**config.mk**
```make
export PLATFORM = sky130hd
export DESIGN_NAME = active_expired_priority_scheduler_core_flat
export DESIGN_NICKNAME = d
export VERILOG_FILES = /design/src/design/aeps_pkg.sv /design/src/design/aeps_if.sv /design/src/design/aeps_store.sv /design/src/design/aeps_qtable.sv /design/src/design/active_expired_priority_scheduler_core.sv /design/src/flat_wrapper.sv
export VERILOG_INCLUDE_DIRS = /design/src /design/src/design
export SDC_FILE = /design/constraint.sdc
export NUM_CORES = 1
export LEC_CHECK = 0
export BUFFER_PORTS_ARGS = -buffer_cell sky130_fd_sc_hd__buf_2
export CAP_MARGIN = 10
export CORE_MARGIN = 5
export CORE_UTILIZATION = 29
export CTS_CLUSTER_SIZE = 12
export DETAILED_ROUTE_END_ITERATION = 7
export PLACE_DENSITY = 0.4
export REMOVE_ABC_BUFFERS = 1
export SLEW_MARGIN = 5
export SYNTH_ARGS = -nofsm -noshare
export SYNTH_HDL_FRONTEND = slang
export SYNTH_SLANG_ARGS = --single-unit
```
**constraint.sdc**
```tcl
create_clock -name clock -period 8.57 [get_ports clock]
set_input_delay 2.571 -clock clock [delete_from_list [all_inputs] [get_ports clock]]
set_output_delay 2.571 -clock clock [all_outputs]
set_load 0.02 [all_outputs]
```
**src/design/active_expired_priority_scheduler_core_defines.svh**
```systemverilog
// Assertion macros shared by the scheduler RTL.
`ifndef ACTIVE_EXPIRED_PRIORITY_SCHEDULER_CORE_DEFINES_SVH
`define ACTIVE_EXPIRED_PRIORITY_SCHEDULER_CORE_DEFINES_SVH

// Same-cycle implication, disabled while reset is high.
`define AEPS_ASSERT_NOW(label, clk, rst, ante, cons) \
   label: assert property (@(posedge clk) disable iff (rst) (ante) |-> (cons)) \
      else $error("scheduler assertion failed");

// Next-cycle implication, disabled while reset is high.
`define AEPS_ASSERT_NEXT(label, clk, rst, ante, cons) \
   label: assert property (@(posedge clk) disable iff (rst) (ante) |=> (cons)) \
      else $error("scheduler assertion failed");

`endif

```
**src/design/aeps_pkg.sv**
```systemverilog
// Package with the scheduler's sizes, codes, types and helper functions.
`timescale 1ns / 1ps
package aeps_pkg;

   localparam int LEVELS     = 4;
   localparam int FIFO_DEPTH = 16;
   localparam int NQ         = 2 * LEVELS;
   localparam int LVL_W      = $clog2(LEVELS);
   localparam int Q_W        = $clog2(NQ);
   localparam int PTR_W      = $clog2(FIFO_DEPTH);
   localparam int CNT_W      = $clog2(FIFO_DEPTH + 1);
   localparam int ADDR_W     = $clog2(NQ * FIFO_DEPTH);
   localparam int ID_W       = 8;

   typedef enum logic [1:0] {
      MODE_READY   = 2'd0,
      MODE_PREEMPT = 2'd1,
      MODE_DEQUEUE = 2'd2
   } mode_type;

   typedef enum logic [1:0] {
      STAT_ENQ_ACTIVE  = 2'd0,
      STAT_ENQ_EXPIRED = 2'd1,
      STAT_DEQUEUED    = 2'd2,
      STAT_NONE        = 2'd3
   } status_type;

   typedef enum logic [1:0] {
      ST_IDLE,
      ST_EXEC,
      ST_DELIVER
   } state_type;

   // Command to the queue table: at most one of push and pop is set.
   typedef struct packed {
      logic           push;
      logic           pop;
      logic [Q_W-1:0] q;
   } qt_cmd_type;

   // Queue table status: pointer of the selected queue and occupancy flags.
   typedef struct packed {
      logic [PTR_W-1:0] ptr;
      logic             full;
      logic [NQ-1:0]    nonempty;
   } qt_stat_type;

   function automatic logic [LVL_W-1:0] clamp_level(input logic [3:0] v);
      logic [LVL_W-1:0] r;
      if (v > 4'(LEVELS - 1)) r = LVL_W'(LEVELS - 1);
      else                    r = v[LVL_W-1:0];
      return r;
   endfunction

   function automatic logic [Q_W-1:0] qsel(input logic bank, input logic [LVL_W-1:0] lev);
      logic [Q_W-1:0] r;
      r = (bank ? Q_W'(LEVELS) : Q_W'(0)) + Q_W'(lev);
      return r;
   endfunction

   function automatic logic [ADDR_W-1:0] mem_addr(input logic [Q_W-1:0] q,
                                                  input logic [PTR_W-1:0] ptr);
      logic [ADDR_W-1:0] r;
      r = ADDR_W'(q) * ADDR_W'(FIFO_DEPTH) + ADDR_W'(ptr);
      return r;
   endfunction

endpackage

```
**src/design/aeps_if.sv**
```systemverilog
// Request and response channel interfaces of the scheduler.
`timescale 1ns / 1ps
interface aeps_req_if;
   logic       valid;
   logic       ready;
   logic [1:0] mode;
   logic [7:0] task_id;
   logic [1:0] dyn_level;
   logic [2:0] base_level;

   modport source (output valid, mode, task_id, dyn_level, base_level, input ready);
   modport sink   (input valid, mode, task_id, dyn_level, base_level, output ready);
endinterface

interface aeps_rsp_if;
   logic       valid;
   logic       ready;
   logic [1:0] status;
   logic [7:0] out_id;
   logic [1:0] out_level;
   logic       overflow;

   modport source (output valid, status, out_id, out_level, overflow, input ready);
   modport sink   (input valid, status, out_id, out_level, overflow, output ready);
endinterface

```
**src/design/aeps_store.sv**
```systemverilog
// Task id memory holding every FIFO of both banks, with a registered read.
`timescale 1ns / 1ps
module aeps_store
   import aeps_pkg::*;
(
   input  logic              clock,
   input  logic              wr_en,
   input  logic              rd_en,
   input  logic [ADDR_W-1:0] addr,
   input  logic [ID_W-1:0]   wdata,
   output logic [ID_W-1:0]   rdata
);

   logic [ID_W-1:0] store_ff [NQ * FIFO_DEPTH];
   logic [ID_W-1:0] rdata_ff;

   always_ff @(posedge clock) begin
      if (wr_en) begin
         store_ff[addr] <= wdata;
      end
      if (rd_en) begin
         rdata_ff <= store_ff[addr];
      end
   end

   assign rdata = rdata_ff;

endmodule

```
**src/design/aeps_qtable.sv**
```systemverilog
// Head, tail and fill count of every FIFO, updated through one shared unit.
`timescale 1ns / 1ps
module aeps_qtable
   import aeps_pkg::*;
(
   input  logic        clock,
   input  logic        reset,
   input  qt_cmd_type  cmd,
   output qt_stat_type stat
);

   logic [PTR_W-1:0] head_ff  [NQ];
   logic [PTR_W-1:0] tail_ff  [NQ];
   logic [CNT_W-1:0] count_ff [NQ];

   logic [PTR_W-1:0] upd_ptr;
   logic [PTR_W-1:0] ptr_in;
   logic [CNT_W-1:0] count_in;

   // One incrementer serves the head on a pop and the tail on a push.
   always_comb begin
      upd_ptr = cmd.pop ? head_ff[cmd.q] : tail_ff[cmd.q];
      if (upd_ptr == PTR_W'(FIFO_DEPTH - 1)) ptr_in = '0;
      else                                   ptr_in = upd_ptr + PTR_W'(1);
      count_in = cmd.pop ? count_ff[cmd.q] - CNT_W'(1) : count_ff[cmd.q] + CNT_W'(1);
   end

   always_comb begin
      stat.ptr  = upd_ptr;
      stat.full = (count_ff[cmd.q] == CNT_W'(FIFO_DEPTH));
      for (int i = 0; i < NQ; i++) begin
         stat.nonempty[i] = (count_ff[i] != '0);
      end
   end

   always_ff @(posedge clock) begin
      if (reset) begin
         for (int i = 0; i < NQ; i++) begin
            head_ff[i]  <= '0;
            tail_ff[i]  <= '0;
            count_ff[i] <= '0;
         end
      end else if (cmd.push) begin
         tail_ff[cmd.q]  <= ptr_in;
         count_ff[cmd.q] <= count_in;
      end else if (cmd.pop) begin
         head_ff[cmd.q]  <= ptr_in;
         count_ff[cmd.q] <= count_in;
      end
   end

endmodule

```
**src/design/active_expired_priority_scheduler_core.sv**
```systemverilog
// Top level of the two-bank multilevel priority scheduler.
//
// The request channel carries one operation per transaction: a ready
// enqueue, a preempted enqueue or a dequeue. The response channel returns
// exactly one transaction per request, in request order, with the status,
// the dequeued id, the level used and an overflow flag for a dropped push.
// A request is accepted in the idle state; the next cycle decodes it,
// updates the queue table and reads or writes the id memory; the delivery
// state that follows loads the response register once it is free. A new
// request is taken in that same loading cycle, so the block cannot take a
// new request before the last one has reached its response load, which
// waits for the registered read of the id memory.
// When the receiver stalls, the finished response waits in its register;
// one further request is then worked up to the loading step and held there.
// A synchronous reset empties every FIFO, makes bank one active and drops
// any response in flight. The id memory is not cleared; only written
// entries are ever read.
`timescale 1ns / 1ps
`include "active_expired_priority_scheduler_core_defines.svh"
module active_expired_priority_scheduler_core
   import aeps_pkg::*;
(
   input  logic  clock,
   input  logic  reset,
   aeps_req_if.sink   req_chan,
   aeps_rsp_if.source rsp_chan
);

   typedef struct packed {
      logic [1:0] mode;
      logic [7:0] task_id;
      logic [1:0] dyn_level;
      logic [2:0] base_level;
   } req_type;

   typedef struct packed {
      logic [1:0] status;
      logic [1:0] level;
      logic       ovf;
      logic       is_pop;
   } res_type;

   state_type state_ff, state_in;
   req_type   req_ff;
   res_type   res_ff, res_in;
   logic      bank_ff, bank_in;

   logic       rsp_valid_ff;
   logic [1:0] rsp_status_ff;
   logic [7:0] rsp_id_ff;
   logic [1:0] rsp_level_ff;
   logic       rsp_ovf_ff;

   logic req_ready;
   logic req_accept;
   logic out_free;
   logic load_out;
   logic do_exec;

   qt_cmd_type  qt_cmd;
   qt_stat_type qt_stat;
   logic [ID_W-1:0] mem_rdata;

   // Decode signals of the request in execution.
   logic [LVL_W-1:0] dyn;
   logic [LVL_W-1:0] push_lev;
   logic             push_bank;
   logic [1:0]       ok_code;
   logic             want_push;
   logic             want_pop;
   logic             any_active;
   logic             eff_bank;
   logic             found;
   logic [LVL_W-1:0] pop_lev;

   // The output register can take a new response when it is empty or its
   // current transaction completes in this cycle.
   assign out_free   = !rsp_valid_ff || rsp_chan.ready;
   assign req_accept = req_chan.valid && req_ready;

   // Next state.
   always_comb begin
      state_in = state_ff;
      unique case (state_ff)
         ST_IDLE:    if (req_accept) state_in = ST_EXEC;
         ST_EXEC:    state_in = ST_DELIVER;
         ST_DELIVER: begin
            if (out_free) state_in = req_accept ? ST_EXEC : ST_IDLE;
         end
         default:    state_in = ST_IDLE;
      endcase
   end

   // State outputs.
   always_comb begin
      req_ready = 1'b0;
      load_out  = 1'b0;
      do_exec   = 1'b0;
      unique case (state_ff)
         ST_IDLE:    req_ready = 1'b1;
         ST_EXEC:    do_exec   = 1'b1;
         ST_DELIVER: begin
            req_ready = out_free;
            load_out  = out_free;
         end
         default:    req_ready = 1'b0;
      endcase
   end

   // Decode the operation and work out the target queue of an enqueue from the request fields.
   always_comb begin
      dyn       = clamp_level({2'b00, req_ff.dyn_level});
      push_lev  = dyn;
      push_bank = bank_ff;
      ok_code   = STAT_ENQ_ACTIVE;
      want_push = 1'b0;
      want_pop  = 1'b0;
      unique case (req_ff.mode)
         MODE_READY:   want_push = 1'b1;
         MODE_PREEMPT: begin
            want_push = 1'b1;
            if (dyn != '0) begin
               push_lev = dyn - LVL_W'(1);
            end else begin
               // A task whose slice ran out at level zero moves to the expired bank at
               // its static level minus one, clamped to the top; static level zero stays zero.
               if (req_ff.base_level == 3'd0) push_lev = '0;
               else push_lev = clamp_level({1'b0, req_ff.base_level} - 4'd1);
               push_bank = !bank_ff;
               ok_code   = STAT_ENQ_EXPIRED;
            end
         end
         MODE_DEQUEUE: want_pop = 1'b1;
         default:      want_pop = 1'b0;
      endcase
   end

   // Dequeue search: swap to the other bank when the active one is empty,
   // then take the highest non-empty level of the bank in use.
   always_comb begin
      any_active = 1'b0;
      for (int i = 0; i < LEVELS; i++) begin
         any_active = any_active | qt_stat.nonempty[qsel(bank_ff, LVL_W'(i))];
      end
      eff_bank = any_active ? bank_ff : !bank_ff;
      found    = 1'b0;
      pop_lev  = '0;
      for (int i = 0; i < LEVELS; i++) begin
         if (qt_stat.nonempty[qsel(eff_bank, LVL_W'(i))]) begin
            found   = 1'b1;
            pop_lev = LVL_W'(i);
         end
      end
   end

   // Commands to the shared pointer unit and the id memory.
   always_comb begin
      qt_cmd.q    = want_pop ? qsel(eff_bank, pop_lev) : qsel(push_bank, push_lev);
      qt_cmd.push = do_exec && want_push && !qt_stat.full;
      qt_cmd.pop  = do_exec && want_pop && found;
      bank_in     = (do_exec && want_pop && !any_active) ? !bank_ff : bank_ff;
   end

   // Result fields of the request in execution; the id follows from memory.
   always_comb begin
      res_in.status = STAT_NONE;
      res_in.level  = '0;
      res_in.ovf    = 1'b0;
      res_in.is_pop = 1'b0;
      if (want_push) begin
         res_in.level  = 2'(push_lev);
         res_in.ovf    = qt_stat.full;
         res_in.status = qt_stat.full ? STAT_NONE : ok_code;
      end else if (want_pop && found) begin
         res_in.level  = 2'(pop_lev);
         res_in.status = STAT_DEQUEUED;
         res_in.is_pop = 1'b1;
      end
   end

   aeps_qtable u_qtable (
      .clock (clock),
      .reset (reset),
      .cmd   (qt_cmd),
      .stat  (qt_stat)
   );

   aeps_store u_store (
      .clock (clock),
      .wr_en (qt_cmd.push),
      .rd_en (qt_cmd.pop),
      .addr  (mem_addr(qt_cmd.q, qt_stat.ptr)),
      .wdata (req_ff.task_id),
      .rdata (mem_rdata)
   );

   // Control registers.
   always_ff @(posedge clock) begin
      if (reset) begin
         state_ff     <= ST_IDLE;
         bank_ff      <= 1'b1;
         rsp_valid_ff <= 1'b0;
      end else begin
         state_ff <= state_in;
         bank_ff  <= bank_in;
         if (load_out) rsp_valid_ff <= 1'b1;
         else if (rsp_chan.ready) rsp_valid_ff <= 1'b0;
      end
   end

   // Payload registers.
   always_ff @(posedge clock) begin
      if (req_accept) begin
         req_ff.mode       <= req_chan.mode;
         req_ff.task_id    <= req_chan.task_id;
         req_ff.dyn_level  <= req_chan.dyn_level;
         req_ff.base_level <= req_chan.base_level;
      end
      if (do_exec) begin
         res_ff <= res_in;
      end
      if (load_out) begin
         rsp_status_ff <= res_ff.status;
         rsp_id_ff     <= res_ff.is_pop ? mem_rdata : '0;
         rsp_level_ff  <= res_ff.level;
         rsp_ovf_ff    <= res_ff.ovf;
      end
   end

   assign req_chan.ready     = req_ready;
   assign rsp_chan.valid     = rsp_valid_ff;
   assign rsp_chan.status    = rsp_status_ff;
   assign rsp_chan.out_id    = rsp_id_ff;
   assign rsp_chan.out_level = rsp_level_ff;
   assign rsp_chan.overflow  = rsp_ovf_ff;

   `AEPS_ASSERT_NEXT(a_accept_runs, clock, reset, req_accept, state_ff == ST_EXEC)
   `AEPS_ASSERT_NEXT(a_load_valid, clock, reset, load_out, rsp_valid_ff)
   `AEPS_ASSERT_NOW(a_no_push_pop, clock, reset, qt_cmd.push, !qt_cmd.pop && do_exec)
   `AEPS_ASSERT_NOW(a_ovf_status, clock, reset, rsp_valid_ff && rsp_ovf_ff,
                    rsp_status_ff == STAT_NONE && rsp_id_ff == '0)

endmodule

```
**src/flat_wrapper.sv**
```systemverilog
// flat-port wrapper written by rule: the top's interface ports become plain ports
module active_expired_priority_scheduler_core_flat import aeps_pkg::*;
  (clock, reset, req_chan_valid, req_chan_mode, req_chan_task_id, req_chan_dyn_level, req_chan_base_level, req_chan_ready, rsp_chan_valid, rsp_chan_status, rsp_chan_out_id, rsp_chan_out_level, rsp_chan_overflow, rsp_chan_ready);
  aeps_req_if req_chan_i ();
  aeps_rsp_if rsp_chan_i ();
  input  logic clock;
  input  logic reset;
  input wire logic [$bits(req_chan_i.valid)-1:0] req_chan_valid;
  input wire logic [$bits(req_chan_i.mode)-1:0] req_chan_mode;
  input wire logic [$bits(req_chan_i.task_id)-1:0] req_chan_task_id;
  input wire logic [$bits(req_chan_i.dyn_level)-1:0] req_chan_dyn_level;
  input wire logic [$bits(req_chan_i.base_level)-1:0] req_chan_base_level;
  output wire logic [$bits(req_chan_i.ready)-1:0] req_chan_ready;
  output wire logic [$bits(rsp_chan_i.valid)-1:0] rsp_chan_valid;
  output wire logic [$bits(rsp_chan_i.status)-1:0] rsp_chan_status;
  output wire logic [$bits(rsp_chan_i.out_id)-1:0] rsp_chan_out_id;
  output wire logic [$bits(rsp_chan_i.out_level)-1:0] rsp_chan_out_level;
  output wire logic [$bits(rsp_chan_i.overflow)-1:0] rsp_chan_overflow;
  input wire logic [$bits(rsp_chan_i.ready)-1:0] rsp_chan_ready;
  assign req_chan_i.valid = req_chan_valid;
  assign req_chan_i.mode = req_chan_mode;
  assign req_chan_i.task_id = req_chan_task_id;
  assign req_chan_i.dyn_level = req_chan_dyn_level;
  assign req_chan_i.base_level = req_chan_base_level;
  assign req_chan_ready = req_chan_i.ready;
  assign rsp_chan_valid = rsp_chan_i.valid;
  assign rsp_chan_status = rsp_chan_i.status;
  assign rsp_chan_out_id = rsp_chan_i.out_id;
  assign rsp_chan_out_level = rsp_chan_i.out_level;
  assign rsp_chan_overflow = rsp_chan_i.overflow;
  assign rsp_chan_i.ready = rsp_chan_ready;
  active_expired_priority_scheduler_core u_core (.clock(clock), .reset(reset), .req_chan(req_chan_i), .rsp_chan(rsp_chan_i));
endmodule
```
# After elaboration in Yosys (flattened, before gate mapping)
# Memories as Yosys holds them, arrays and structs flattened. A register that Yosys moved wholly into a read port is not among the register bits.
# Cells that the tools add are included.
# classes
n_addsub	14
bitwise_logic	4
eq_ne	8
magnitude_cmp	9
n_reduce_logical	30
n_mux	74
# op_table
op	count
$reduce_bool 5->1	8
$mux 1	38
$lt 3x4->1 const B	8
$bmux 1 s3	8
$mux 3	8
$mux 2	10
$mux 4	5
$mux 5	3
$add 3x2->3 const B	4
$reduce_or 4->1	2
$add 7x4->7	1
$logic_and 1x1->1	7
$add 3x1->3 const B	2
$add 3x2->3	2
$pmux 2 s3	1
$add 5x1->5 const B	1
$eq 5x5->1 const B	1
$reduce_or 5->1	1
$sub 5x1->5 const B	1
$add 4x1->4 const B	1
$eq 2x1->1 const B	2
$eq 2x2->1 const B	2
$eq 4x4->1 const B	1
$gt 4x2->1 const B	1
12 further kinds	21
# totals
elab_cells	158
regBits	38
mem_count	4
mem_bits_rw	1128
# memory_table
memory	depth	width	rd	rd_clocked_by_memory_dff	write_ports	line	rtl
u_core.u_store.store_ff	128	8	1	1	1	aeps_store.sv:14	logic [ID_W-1:0] store_ff [NQ * FIFO_DEPTH];
u_core.u_qtable.count_ff	8	5	9	0	8	aeps_qtable.sv:14	logic [CNT_W-1:0] count_ff [NQ];
u_core.u_qtable.head_ff	8	4	1	0	8	aeps_qtable.sv:12	logic [PTR_W-1:0] head_ff [NQ];
u_core.u_qtable.tail_ff	8	4	1	0	8	aeps_qtable.sv:13	logic [PTR_W-1:0] tail_ff [NQ];

# Longest topological paths before layout
# An unclocked memory read counts as a cell.
# logic_depth
depth_word	27
depth_mapped	25

# Modules after synthesis
# A second synthesis with hierarchy kept.
# unflattened
hier_cells	3036
hier_area_um2	47361.7
# modules_own_cells
module	n_inst	seq_area_each_um2	cells_each	area_each_um2
aeps_store	1	30989.7	2475	40513.9
aeps_qtable	1	3123.0	449	5263.8
active_expired_priority_scheduler_core	1	1101.1	112	1584.0

# Least setup slack after synthesis
# Ideal clock, no wire load.
# synth_timing
path_type	input -> output
start	in rsp_chan_ready
end	out req_chan_ready
slack_ns	2.966
path_buffers	0
arrival_time_ns	3.033
path_stages	2
cell_sequence	nor2b_1 a21oi_1
# synth_via
elab_chain_cells	2
# synth_lines
element	line	rtl
from (decl)	flat_wrapper.sv:19	input wire logic [$bits(rsp_chan_i.ready)-1:0] rsp_chan_ready;
$logic_or 1x1->1	active_expired_priority_scheduler_core.sv:78	assign out_free = !rsp_valid_ff || rsp_chan.ready;
$pmux 1 s2	active_expired_priority_scheduler_core.sv:99	unique case (state_ff)
to (decl)	flat_wrapper.sv:13	output wire logic [$bits(req_chan_i.ready)-1:0] req_chan_ready;
# Every way passes these cells.

==> summary.md <==
| Metric | Value |
|---|---|
| Die area | `174000 um2` |
| Worst setup path category | `flop to flop` |
| Slew headroom | `0.211` |
| Share of the synthesized area in the top cell type | `0.729` |
| # port buffers | `33` |
| Starting density of the core | `0.292` |
| Worst slack at placement | `1.64 ns` |
| Syn-to-layout area delta | `15.4%` |
| Synth top area cells | `edfxtp_1 73%, nand2_1 5.9%, mux2i_1 3.0%` |
| Fillers | `about 16000` |
| Setup ws final | `1.38 ns` |
| Die Height | `418 um` |
| Die X | `418 um` |
| Yosys warnings | `0` |
| Io pins | `34` |
| Fin. Hold Viols | `0` |
| Synth top cells by count | `1170 x edfxtp_1, 751 x nand2_1, 279 x nand3_1` |
| Layout cells sized above 1 | `0.110` |
| GRT overflow | `0` |
| R2R cell count | `15` |
| Skew-Pair Late Insertion Delay | `0.78 ns` |
| Crit path arrival time | `7.66 ns` |
| Lkg Pwr | `18.5 nW` |
| CTS sink cnt | `1174` |
| First DRT Iteration DRCs | `2640` |
| Max Cap Violations | `0` |
| Post-CTS Setup Bufs | `0` |
| Worst VDD drop | `0.212 mV` |
| Initial antenna violation count | `5` |
| Post-layout min period | `7.19 ns` |
| Vias/cell | `5.07` |
| Clock Path Buffers | `3` |
| DRC | `0` |
| Synth Instances | `3573` |
| Fmax | `between 0.1 and 0.15 GHz` |
| Worst Clk Skew | `about 0.029 ns` |
| Clk pin slew, worst setup/hold paths | `~0.060 ns` |
| Fraction of registers with async set/reset | `0` |
| Slew Viols, Final | `0` |
| Register area share after synthesis | `0.731` |
| Top FF cell, synth | `edfxtp_1` |
| Final wirelength | `about 160000 um` |
| Worst Tran Pin Value | `1.18 ns` |
| Clock root cell | `clkbuf_16` |
| Post-synth EDFFs | `1170` |
| Max Fanout on Critical Path | `121` |
| Largest area contributor in the netlist | `edfxtp_1` |
| Syn Area/Cell | `13.5 um2` |
| Post-detail-place hpwl | `around 100000 um` |
| Placer Congestion | `0.814` |
| Via count | `30146` |
| H-tree levels | `4` |
| Setup crit end kind | `flop` |
| Seq cells post-synth | `approximately 1200` |
| Vias in the first global route | `~30000` |
| Most frequent cell after synthesis | `edfxtp_1` |
| Status | `finished, final reports clean` |
| CP required | `9.04 ns` |
| Core area | `roughly 170000 um2` |
| Nets@finish | `3670` |
| Fin crit share | `0.839` |
| Hold_buf cts | `0` |
| Fin area | `55600 um2` |
| Mapped Area | `48200 um2` |
| Worst setup SP type | `flop` |
| First-pass GRT wire length | `230000 um` |
| # rows | `149` |
| First-pass DRT Iterations | `5` |
| Post-CTS sizing | `0` |
| Power Density | `255 nW/um2` |
| Unique masters post-synth | `88` |
| Drt wl/cell | `27.2 um` |
| HP Class | `flop to flop` |
| Worst Hold Depth | `0` |
| Setup repair after global routing missed its margin | `no` |
| Final setup violation count | `0` |
| Detail Route Antenna Nets | `0` |
| DP Area | `51200 um2` |
| Footprint of the multi-input gates | `12000 um2` |
| Reg area | `35200 um2` |
| Inserted Clock Buffers | `140` |
| GRT Total Usage | `0.182` |
| TritonCTS clock tree | `built` |
| Largest net degree at the start of global routing | `132` |
[state kept, by name, summed over array words and instances (netlist names)]
name,count
u_core.bank_ff,1
u_core.dyn,2
u_core.req_ff,13
u_core.res_ff,6
u_core.rsp_chan.out_id,8
u_core.rsp_chan.out_level,2
u_core.rsp_chan.overflow,1
u_core.rsp_chan.status,2
u_core.rsp_chan.valid,1
u_core.state_ff,2
u_core.u_qtable.count_ff,40
u_core.u_qtable.head_ff,32
u_core.u_qtable.tail_ff,32
u_core.u_store.rdata,8
u_core.u_store.store_ff,1024
[metal layers]
metal,vias to the layer above,routed length (um),track usage
met5,-,0,0
li1,13631,-,-
met1,15434,72900,0.253
met2,881,77100,0.298
met3,200,8060,0.0302
met4,0,3620,0.0446
[stage by stage]
stage                     total power, mW  hold slack, ns  utilization  setup TNS (ns)  instances
after floorplan                      7.76           0.400            -        -9197.14       3342
after global placement               8.53           0.402        0.310               0       5690
after detailed placement             8.53           0.409        0.310               0       5691
after CTS                            14.3           0.422        0.337               0       5940
after global routing                 14.7           0.431        0.337               0       5940
final                                14.2           0.422        0.337               0       5943
[kinds of logic (layout without fill, tap and decap cells)]
kind of cell | Yosys count | after routing | synth area share
other cells | 0 | 3 | 0
compound gates | 478 | 478 | 0.0710
simple gates | 1506 | 1506 | 0.138
fa+ha+maj | 7 | 7 | 0.00197
flops | 1174 | 1174 | 0.731
buf+inv | 241 | 419 | 0.0225
mux | 161 | 161 | 0.0347
xor+xnor | 6 | 6 | 0.00109
[power breakdown]
part	total (mW)	internal (mW)	switching [mW]	leakage, nW
Clock	5.78	3.32	2.46	2.13
Combinational	1.99	0.531	1.46	5.69
Sequential	6.39	6.37	0.0260	10.7
[area by class of cell]
| class | instances | area share |
|---|---|---|
| Clock buffer | 172 | 0.0657 |
| Multi-Input combinational cell | 2158 | 0.215 |
| Inverter | 10 | 0.000945 |
| Tap cell | 2189 | 0.0493 |
| Timing Repair Buffer | 160 | 0.0221 |
| Sequential cell | 1174 | 0.633 |
| Clock inverter | 77 | 0.0129 |
| Antenna cell | 3 | 0.000135 |
[placed cells by master, fill, tap and decap left out, types with 29 or more instances in the layout]
| master | synthesis | routed |
|---|---|---|
| edfxtp_1 | 1170 | 1170 |
| nand2_1 | 751 | 750 |
| nand3_1 | 279 | 275 |
| nor2_1 | 250 | 247 |
| mux2i_1 | 144 | 144 |
| clkbuf_16 | 0 | 141 |
| buf_4 | 9 | 118 |
| and3_1 | 93 | 93 |
| a21oi_1 | 84 | 83 |
| o21ai_0 | 61 | 60 |
| a31oi_1 | 56 | 56 |
| nor3_1 | 40 | 37 |
| o211ai_1 | 33 | 33 |
| buf_2 | 71 | 33 |
| clkbuf_1 | 118 | 30 |
| a21o_1 | 29 | 29 |
| o221ai_1 | 29 | 29 |
[final timing paths]
| check | from | to | slack [ns] |
|---|---|---|---|
| worst max-delay path | u_core.u_qtable.count_ff[6][0] | u_core.u_store.rdata[1] | 1.38 |
| worst min-delay path | u_core.res_ff[2] | u_core.rsp_chan.out_level[0] | 0.42 |
| worst max register to register | u_core.u_qtable.count_ff[6][0] | u_core.u_store.rdata[1] | 1.38 |
| worst min register to register | u_core.res_ff[2] | u_core.rsp_chan.out_level[0] | 0.42 |
[worst max-delay path, cell delays in order, from the launching register on]
cell and delay (ns):
edfxtp_1 0.40, or4_4 0.58, nor4_4 0.48, a31oi_1 0.27
a31o_1 0.43, nor2_8 0.46, mux2i_1 0.35, o221ai_1 0.25
or2_4 0.34, nor2_4 0.42, inv_8 0.38, a2111oi_0 0.90
a311oi_1 0.14, o31a_1 0.22, nor4_1 0.99, nand4bb_1 0.16
Power figures use the tool's default switching activity.
